### src/hdl/mcf_pkg.sv
// Shared types, codes and CRC function of the memory command framer.
`default_nettype none
package mcf_pkg;

   localparam int BODY_BYTES = 5;

   typedef enum logic [1:0] {
      OP_READ  = 2'd0,
      OP_WRITE = 2'd1,
      OP_DATA  = 2'd2,
      OP_NONE  = 2'd3
   } op_type;

   localparam logic [1:0] ERR_NONE   = 2'd0;
   localparam logic [1:0] ERR_LENGTH = 2'd1;
   localparam logic [1:0] ERR_SEQ    = 2'd2;

   localparam logic CSR_WRITE_CODE = 1'b0;
   localparam logic CSR_READ_CODE  = 1'b1;

   localparam logic [15:0] CRC_INIT = 16'hFFFF;
   localparam logic [15:0] CRC_POLY = 16'hA001;

   typedef struct packed {
      logic [1:0]  operation;
      logic [15:0] mem_address;
      logic [15:0] length;
      logic [7:0]  data_byte;
   } req_type;

   typedef struct packed {
      logic [7:0] frame_byte;
      logic       last_of_frame;
      logic       last_of_run;
      logic [1:0] error;
   } rsp_type;

   // One classified transaction: the bytes it contributes and how to close it.
   typedef struct packed {
      logic [BODY_BYTES-1:0][7:0] body;
      logic [2:0]                 body_len;
      logic                       crc_init;
      logic                       crc_en;
      logic                       has_tail;
      logic [1:0]                 error;
   } cmd_type;

   function automatic logic [15:0] crc16_byte(input logic [15:0] crc, input logic [7:0] b);
      logic [15:0] c;
      c = crc ^ {8'h00, b};
      for (int k = 0; k < 8; k++) begin
         if (c[0]) begin
            c = (c >> 1) ^ CRC_POLY;
         end else begin
            c = c >> 1;
         end
      end
      return c;
   endfunction

endpackage
`default_nettype wire

### src/hdl/mcf_front.sv
// Front end: accepts requests, tracks the open write, classifies into commands.
`default_nettype none
module mcf_front import mcf_pkg::*; #(
   parameter int MAX_WRITE_PAYLOAD = 58
) (
   input  wire logic    clock,
   input  wire logic    reset,
   input  wire logic    req_valid,
   output logic         req_stall,
   input  wire req_type req_data,
   input  wire logic    csr_valid,
   output logic         csr_ready,
   input  wire logic    csr_index,
   input  wire logic [7:0] csr_data,
   input  wire logic    queue_full,
   output logic         push_valid,
   output cmd_type      push_cmd
);

   localparam int RW = $clog2(MAX_WRITE_PAYLOAD + 1);

   logic [7:0]    write_code_ff, read_code_ff;
   logic          wip_ff, wip_in;
   logic [RW-1:0] remain_ff, remain_in;
   logic          accept;
   logic [1:0]    seq_err;
   op_type        op;

   assign req_stall = queue_full;
   assign csr_ready = 1'b1;
   assign accept    = req_valid && !req_stall;
   assign op        = op_type'(req_data.operation);
   assign seq_err   = wip_ff ? ERR_SEQ : ERR_NONE;

   always_comb begin
      wip_in     = wip_ff;
      remain_in  = remain_ff;
      push_valid = 1'b0;
      push_cmd   = '0;
      unique case (op)
         OP_READ: begin
            push_valid       = accept;
            push_cmd.body[0] = read_code_ff;
            push_cmd.body[1] = req_data.mem_address[15:8];
            push_cmd.body[2] = req_data.mem_address[7:0];
            push_cmd.body[3] = req_data.length[15:8];
            push_cmd.body[4] = req_data.length[7:0];
            push_cmd.body_len = 3'd5;
            push_cmd.crc_init = 1'b1;
            push_cmd.crc_en   = 1'b1;
            push_cmd.has_tail = 1'b1;
            push_cmd.error    = seq_err;
            wip_in    = 1'b0;
            remain_in = '0;
         end
         OP_WRITE: begin
            push_valid = accept;
            if (req_data.length > 16'(MAX_WRITE_PAYLOAD)) begin
               push_cmd.body_len = 3'd1;
               push_cmd.error    = ERR_LENGTH;
               wip_in    = 1'b0;
               remain_in = '0;
            end else begin
               push_cmd.body[0] = write_code_ff;
               push_cmd.body[1] = req_data.mem_address[15:8];
               push_cmd.body[2] = req_data.mem_address[7:0];
               push_cmd.body[3] = req_data.length[7:0];
               push_cmd.body_len = 3'd4;
               push_cmd.crc_init = 1'b1;
               push_cmd.crc_en   = 1'b1;
               push_cmd.has_tail = (req_data.length == 16'd0);
               push_cmd.error    = seq_err;
               wip_in    = (req_data.length != 16'd0);
               remain_in = req_data.length[RW-1:0];
            end
         end
         OP_DATA: begin
            push_valid        = accept;
            push_cmd.body_len = 3'd1;
            if (!wip_ff) begin
               push_cmd.error = ERR_SEQ;
            end else begin
               push_cmd.body[0]  = req_data.data_byte;
               push_cmd.crc_en   = 1'b1;
               push_cmd.has_tail = (remain_ff == RW'(1));
               remain_in = remain_ff - RW'(1);
               wip_in    = (remain_ff != RW'(1));
            end
         end
         default: begin
         end
      endcase
   end

   always_ff @(posedge clock) begin
      if (reset) begin
         wip_ff        <= 1'b0;
         remain_ff     <= '0;
         write_code_ff <= 8'h00;
         read_code_ff  <= 8'h00;
      end else begin
         if (accept) begin
            wip_ff    <= wip_in;
            remain_ff <= remain_in;
         end
         if (csr_valid && csr_ready) begin
            if (csr_index == CSR_WRITE_CODE) begin
               write_code_ff <= csr_data;
            end else begin
               read_code_ff <= csr_data;
            end
         end
      end
   end

endmodule
`default_nettype wire

### src/hdl/mcf_queue.sv
// Command queue between the front end and the byte sequencer.
`default_nettype none
module mcf_queue import mcf_pkg::*; #(
   parameter int DEPTH = 4
) (
   input  wire logic    clock,
   input  wire logic    reset,
   input  wire logic    push_valid,
   input  wire cmd_type push_cmd,
   input  wire logic    pop,
   output logic         full,
   output logic         head_valid,
   output cmd_type      head_cmd
);

   localparam int PW = $clog2(DEPTH);
   localparam int CW = $clog2(DEPTH + 1);

   cmd_type       entry_ff [DEPTH];
   logic [PW-1:0] wr_ptr_ff, rd_ptr_ff;
   logic [CW-1:0] count_ff;
   logic          do_push, do_pop;

   assign full       = (count_ff == CW'(DEPTH));
   assign head_valid = (count_ff != '0);
   assign head_cmd   = entry_ff[rd_ptr_ff];
   assign do_push    = push_valid && !full;
   assign do_pop     = pop && head_valid;

   always_ff @(posedge clock) begin
      if (do_push) begin
         entry_ff[wr_ptr_ff] <= push_cmd;
      end
   end

   always_ff @(posedge clock) begin
      if (reset) begin
         wr_ptr_ff <= '0;
         rd_ptr_ff <= '0;
         count_ff  <= '0;
      end else begin
         if (do_push) begin
            wr_ptr_ff <= (wr_ptr_ff == PW'(DEPTH - 1)) ? '0 : wr_ptr_ff + PW'(1);
         end
         if (do_pop) begin
            rd_ptr_ff <= (rd_ptr_ff == PW'(DEPTH - 1)) ? '0 : rd_ptr_ff + PW'(1);
         end
         if (do_push && !do_pop) begin
            count_ff <= count_ff + CW'(1);
         end else if (do_pop && !do_push) begin
            count_ff <= count_ff - CW'(1);
         end
      end
   end

endmodule
`default_nettype wire

### src/hdl/mcf_back.sv
// Back end: walks each command byte by byte, keeps the running CRC, drives results.
`default_nettype none
module mcf_back import mcf_pkg::*; (
   input  wire logic    clock,
   input  wire logic    reset,
   input  wire logic    head_valid,
   input  wire cmd_type head_cmd,
   output logic         pop,
   output logic         rsp_valid,
   input  wire logic    rsp_stall,
   output rsp_type      rsp_data
);

   logic [2:0]  step_ff;
   logic [15:0] crc_ff;
   logic        rsp_valid_ff;
   rsp_type     rsp_data_ff, rsp_data_in;
   logic        adv, in_body, last;
   logic [2:0]  total, body_idx;
   logic [15:0] crc_base, crc_calc;
   logic [7:0]  body_byte;

   assign adv      = head_valid && (!rsp_valid_ff || !rsp_stall);
   assign total    = head_cmd.body_len + (head_cmd.has_tail ? 3'd2 : 3'd0);
   assign last     = (step_ff == total - 3'd1);
   assign in_body  = (step_ff < head_cmd.body_len);
   assign body_idx = in_body ? step_ff : 3'd0;
   assign body_byte = head_cmd.body[body_idx];
   assign crc_base = (step_ff == 3'd0 && head_cmd.crc_init) ? CRC_INIT : crc_ff;
   assign crc_calc = crc16_byte(crc_base, body_byte);
   assign pop      = adv && last;

   always_comb begin
      rsp_data_in = '0;
      rsp_data_in.error       = head_cmd.error;
      rsp_data_in.last_of_run = last;
      if (in_body) begin
         rsp_data_in.frame_byte = body_byte;
      end else if (step_ff == head_cmd.body_len) begin
         rsp_data_in.frame_byte = crc_ff[7:0];
      end else begin
         rsp_data_in.frame_byte    = crc_ff[15:8];
         rsp_data_in.last_of_frame = 1'b1;
      end
   end

   always_ff @(posedge clock) begin
      if (reset) begin
         step_ff      <= '0;
         crc_ff       <= CRC_INIT;
         rsp_valid_ff <= 1'b0;
      end else begin
         if (adv) begin
            step_ff <= last ? 3'd0 : step_ff + 3'd1;
            if (in_body && head_cmd.crc_en) begin
               crc_ff <= crc_calc;
            end
            rsp_data_ff <= rsp_data_in;
         end
         rsp_valid_ff <= adv || (rsp_valid_ff && rsp_stall);
      end
   end

   assign rsp_valid = rsp_valid_ff;
   assign rsp_data  = rsp_data_ff;

endmodule
`default_nettype wire

### src/hdl/memory_command_framer_crc16.sv
// Top level of the memory command framer with CRC-16 trailer.
// A transaction's first frame byte passes a queue entry, then the result register.
// Throughput: one frame byte per cycle unless rsp_stall holds it; a read request
// yields 7 bytes, a write header 4 (6 at zero length), a payload byte 1 (3 if last).
// The front end accepts one transaction per cycle while the command queue has room.
// Reset is synchronous, active high: clears queue, open write, CRC and code registers.
`default_nettype none
module memory_command_framer_crc16 import mcf_pkg::*; #(
   parameter int MAX_WRITE_PAYLOAD = 58,
   parameter int QUEUE_DEPTH       = 4
) (
   input  wire logic    clock,
   input  wire logic    reset,
   input  wire logic    req_valid,
   output logic         req_stall,
   input  wire req_type req_data,
   output logic         rsp_valid,
   input  wire logic    rsp_stall,
   output rsp_type      rsp_data,
   input  wire logic    csr_valid,
   output logic         csr_ready,
   input  wire logic    csr_index,
   input  wire logic [7:0] csr_data
);

   logic    push_valid, queue_full, head_valid, pop;
   cmd_type push_cmd, head_cmd;

   mcf_front #(
      .MAX_WRITE_PAYLOAD(MAX_WRITE_PAYLOAD)
   ) u_front (
      .clock(clock),
      .reset(reset),
      .req_valid(req_valid),
      .req_stall(req_stall),
      .req_data(req_data),
      .csr_valid(csr_valid),
      .csr_ready(csr_ready),
      .csr_index(csr_index),
      .csr_data(csr_data),
      .queue_full(queue_full),
      .push_valid(push_valid),
      .push_cmd(push_cmd)
   );

   mcf_queue #(
      .DEPTH(QUEUE_DEPTH)
   ) u_queue (
      .clock(clock),
      .reset(reset),
      .push_valid(push_valid),
      .push_cmd(push_cmd),
      .pop(pop),
      .full(queue_full),
      .head_valid(head_valid),
      .head_cmd(head_cmd)
   );

   mcf_back u_back (
      .clock(clock),
      .reset(reset),
      .head_valid(head_valid),
      .head_cmd(head_cmd),
      .pop(pop),
      .rsp_valid(rsp_valid),
      .rsp_stall(rsp_stall),
      .rsp_data(rsp_data)
   );

endmodule
`default_nettype wire

### config.mk
export PLATFORM = sky130hd
export DESIGN_NAME = memory_command_framer_crc16
export DESIGN_NICKNAME = d
export VERILOG_FILES = /design/src/hdl/mcf_pkg.sv /design/src/hdl/mcf_front.sv /design/src/hdl/mcf_queue.sv /design/src/hdl/mcf_back.sv /design/src/hdl/memory_command_framer_crc16.sv
export SDC_FILE = /design/constraint.sdc
export NUM_CORES = 1
export LEC_CHECK = 0
export BUFFER_PORTS_ARGS = -buffer_cell sky130_fd_sc_hd__buf_2
export CORE_UTILIZATION = 50
export CTS_CLUSTER_DIAMETER = 50
export DETAILED_ROUTE_END_ITERATION = 12
export PLACE_DENSITY = 0.72
export SLEW_MARGIN = 20
export SYNTH_ARGS = -nofsm -noshare
export SYNTH_HDL_FRONTEND = slang
export SYNTH_HIERARCHICAL = 1
export SYNTH_SLANG_ARGS = --single-unit
### constraint.sdc
create_clock -name clock -period 4 [get_ports clock]
set_clock_uncertainty 0.05 [all_clocks]
set_input_delay 0.4 -clock clock [delete_from_list [all_inputs] [get_ports clock]]
set_output_delay 0.4 -clock clock [all_outputs]
set_load 0.01 [all_outputs]
==> impl_metrics.json <==
{
  "io_pins": 71,
  "whs_ps": 44.92,
  "grt_first_pass_wirelength_mm": 37.66,
  "total_number_of_vias": 6698,
  "synth_top_cells_by_area": "edfxtp_1 (54%), mux4_2 (9.5%), dfxtp_1 (9.1%)",
  "fin_nets": 940,
  "final.setup.worst_slack_ps": 268.6,
  "synth_nets": 860,
  "buffer_ports.inserted": 69,
  "layout.filler_cells": 1672,
  "synth.yosys.seq_area_share": 0.6281,
  "ys_types": 66,
  "syn_inst": 783,
  "detailed_place_hpwl_mm": 16.12,
  "synth.largest_area_cell": "edfxtp_1",
  "route.antenna.remaining_nets": 0,
  "placed_area_mm2": 0.01202,
  "detailedPlace.worstSlack_ps": 157.4,
  "p_leak_nw": 4.748,
  "maximum_number_of_buffers_from_clock_root_to_sink": 3,
  "rsz0062_at_grt": "no",
  "drtIter0Drc": 513,
  "gp_congestion": 0.9502,
  "antenna_cells_inserted": 0,
  "outcome": "completed",
  "cp-start-kind": "register",
  "critPathMaxStageDelay_ps": 530,
  "cts.reportedPaths.clkPinSlew_ps": 60,
  "global_route.usage.total": 0.2080,
  "synth_cell_area_mm2": 0.01141,
  "layoutNonFillerInstCount": 1168,
  "grt_antenna_before_repair": 0,
  "critical-path-slowest-cell": "mux4_2",
  "finalSetupViolCount": 0,
  "drive_above_1_share": 0.2477,
  "tritoncts_sink_count": 256,
  "final-max-slew-violation-count": 0,
  "grt_start_max_net_pins": 39,
  "wire_per_inst_um": 20.40,
  "ys_async_sr_fraction": 0,
  "core_area_mm2": 0.02209,
  "kind_of_cell_adding_the_most_delay_to_the_critical_path": "XOR/XNOR gates",
  "cp_data_required_time_ps": 4430,
  "fp.dieH_um": 153.1,
  "insertion_delay_ps": 560,
  "die_width_um": 153.1,
  "routed_via_density": 5.735,
  "timing.critical_path.fanout_max": 12,
  "relSlewSlack": 0.4044,
  "synth_edf_count": 204,
  "cts-buffers-inserted": 31,
  "warnings_from_yosys": 6,
  "firstDrtPassIters": 4,
  "max_cap_viol_count": 0,
  "critical_path_class": "register to register",
  "routed_wl_mm": 23.83,
  "place_inst": 1110,
  "path_cells": "mux4_2, inv_1, ha_1, a21oi_2, and2_2, buf_4, a21oi_1, a21oi_1, xnor3_1, xnor3_1, xor3_1, o21ai_1",
  "synth_flop_cell": "edfxtp_1",
  "finalHoldViolCount": 0,
  "timing.critical_path.buf_inv": 2,
  "pin_slew_with_the_least_headroom_to_its_limit_ps": 893.5,
  "tritoncts": "yes",
  "grt-ovfl-total": 0,
  "synth-seq-cells": 256,
  "power_density_mw_per_mm2": 676.9,
  "timing.final.crit_share": 0.9329,
  "setup_total_negative_slack_ps": 0,
  "worst-endpoint-arrival_ps": 4160,
  "rows": 54,
  "clockRootBuffer": "clkbuf_16",
  "route.detailed.drc": 0,
  "worst_setup_end_kind": "register",
  "floorplan.initialDensity": 0.5164,
  "min-delay-path-class": "input port to register",
  "peak_supply_drop_uv": 373.5,
  "floorplan.die_area_mm2": 0.02343,
  "ctsHtreeMaxLevel": 1,
  "synth.avg_cell_area_um2": 14.57,
  "period_needed_ps": 3731,
  "synth_largest_type_area_fraction": 0.5369,
  "stdcell_area_mm2": 0.01306,
  "count_of_hold_fix_buffers_inserted_at_cts": 0,
  "areaGrowthSynthToFinish_pct": 14.42,
  "first_global_vias": 6719,
  "fmaxAchievable_mhz": 268.0
}
==> power by group <==
part	internal, W	total (W)	switching, W	leakage [nW]
registers	0.00324	0.00338	0.000137	2.34
clock network	0.00162	0.00275	0.00113	0.504
logic	0.00131	0.00271	0.00140	1.91
total	0.00617	0.00884	0.00266	4.75
==> final timing paths <==
path              cells past startpoint                        to  slack (ps)                     from
setup / recovery                     12          u_back/crc_ff[0]         270                 register
hold / removal                        3  u_front/write_code_ff[7]          40              csr_data[7]
setup reg to reg                     12          u_back/crc_ff[0]         270                 register
hold reg to reg                       2   u_front/read_code_ff[0]         410  u_front/read_code_ff[0]
==> per-stage QoR <==
step	util	power, W
after floorplan	-	0.005475
after CTS	0.5907	0.008877
after detailed placement	0.5439	0.006115
after global placement	0.5439	0.006085
final	0.5909	0.008837
after global routing	0.5909	0.009245
==> cell usage after synthesis (all sizes together), types with 3 or more instances <==
master	number
nand2b	5
buf	29
xnor3	4
edfxtp	204
inv	22
a31oi	4
nor3	11
ha	20
o32ai	4
nor2b	16
a21oi	50
xor2	10
and2	17
nand2	51
nand3	27
nand4	3
o211ai	10
or3	5
and3	6
a22oi	9
a22o	3
o2bb2ai	5
o21ai	23
mux2i	30
nor4	3
dfxtp	52
nor2	48
clkbuf	17
xnor2	20
mux4	48
==> routing by layer <==
metal / GRT usage / part of all wire
met5: 0 / 0
met3: 0.03147 / 0.058
met2: 0.3525 / 0.50
met4: 0.05387 / 0.023
met1: 0.2816 / 0.42
==> flip-flops by register name (all words and copies together), names as in the netlist, named ones only <==
name,count
u_queue/entry_ff,192
u_back/crc_ff,16
u_back/rsp_data,12
u_front/read_code_ff,8
u_front/write_code_ff,8
u_front/remain_ff,6
u_back/step_ff,3
u_queue/count_ff,3
u_queue/rd_ptr_ff,2
u_queue/wr_ptr_ff,2
u_back/rsp_valid,1
u_front/wip_ff,1
==> final cells by class <==
type                            count  area [um^2]  share of cell area
Sequential cell                   256         7172              0.5494
Multi-Input combinational cell    458         3869              0.2963
Clock buffer                       42        867.1             0.06642
Timing Repair Buffer               93        538.0             0.04121
Tap cell                          280        350.3             0.02684
Clock inverter                     16        167.7             0.01284
Inverter                           23        91.34            0.006996
==> tightest hold or removal path, stage by stage <==
cell     delay (ps)
buf_2            90
mux2i_1          60
nor2_1           70
==> kinds of logic (layout without fill, tap and decap cells) <==
group,Yosys count,count (layout),synth area share
xor gates and xnor gates,35,35,0.03301
other,2,2,0.0006582
buffers and inverters,69,174,0.03312
adders and majority gates,21,21,0.02369
muxes,79,79,0.1221
DFF,256,256,0.6281
AOI/OAI and AO/OA,124,124,0.07369
and+or+nand+nor,197,197,0.08565
==> cells in the final DEF, fill, tap and decap left out, drive strengths merged, types with 3 or more instances in the layout <==
master,n
xnor2,20
a21oi,50
o21ai,23
nand2,51
clkinv,6
a31oi,4
nor3,11
nand4,3
o32ai,4
buf,93
nand3,27
nor4,3
or3,5
xor2,10
mux4,48
ha,20
edfxtp,204
inv,30
nor2b,16
a22oi,9
o211ai,10
clkbuf,42
and2,17
xnor3,4
and3,6
nor2,48
nand2b,5
dfxtp,52
mux2i,30
a22o,3
o2bb2ai,5
==> repair_timing <==
| action | CTS | global route |
|---|---|---|
| gates resized for setup | 0 | 1 |
| setup endpoints to repair | 0 | 1 |
| hold endpoints to repair | 0 | 0 |
| setup buffers | 0 | 0 |
No activity file was read; power rests on OpenSTA's default activity.
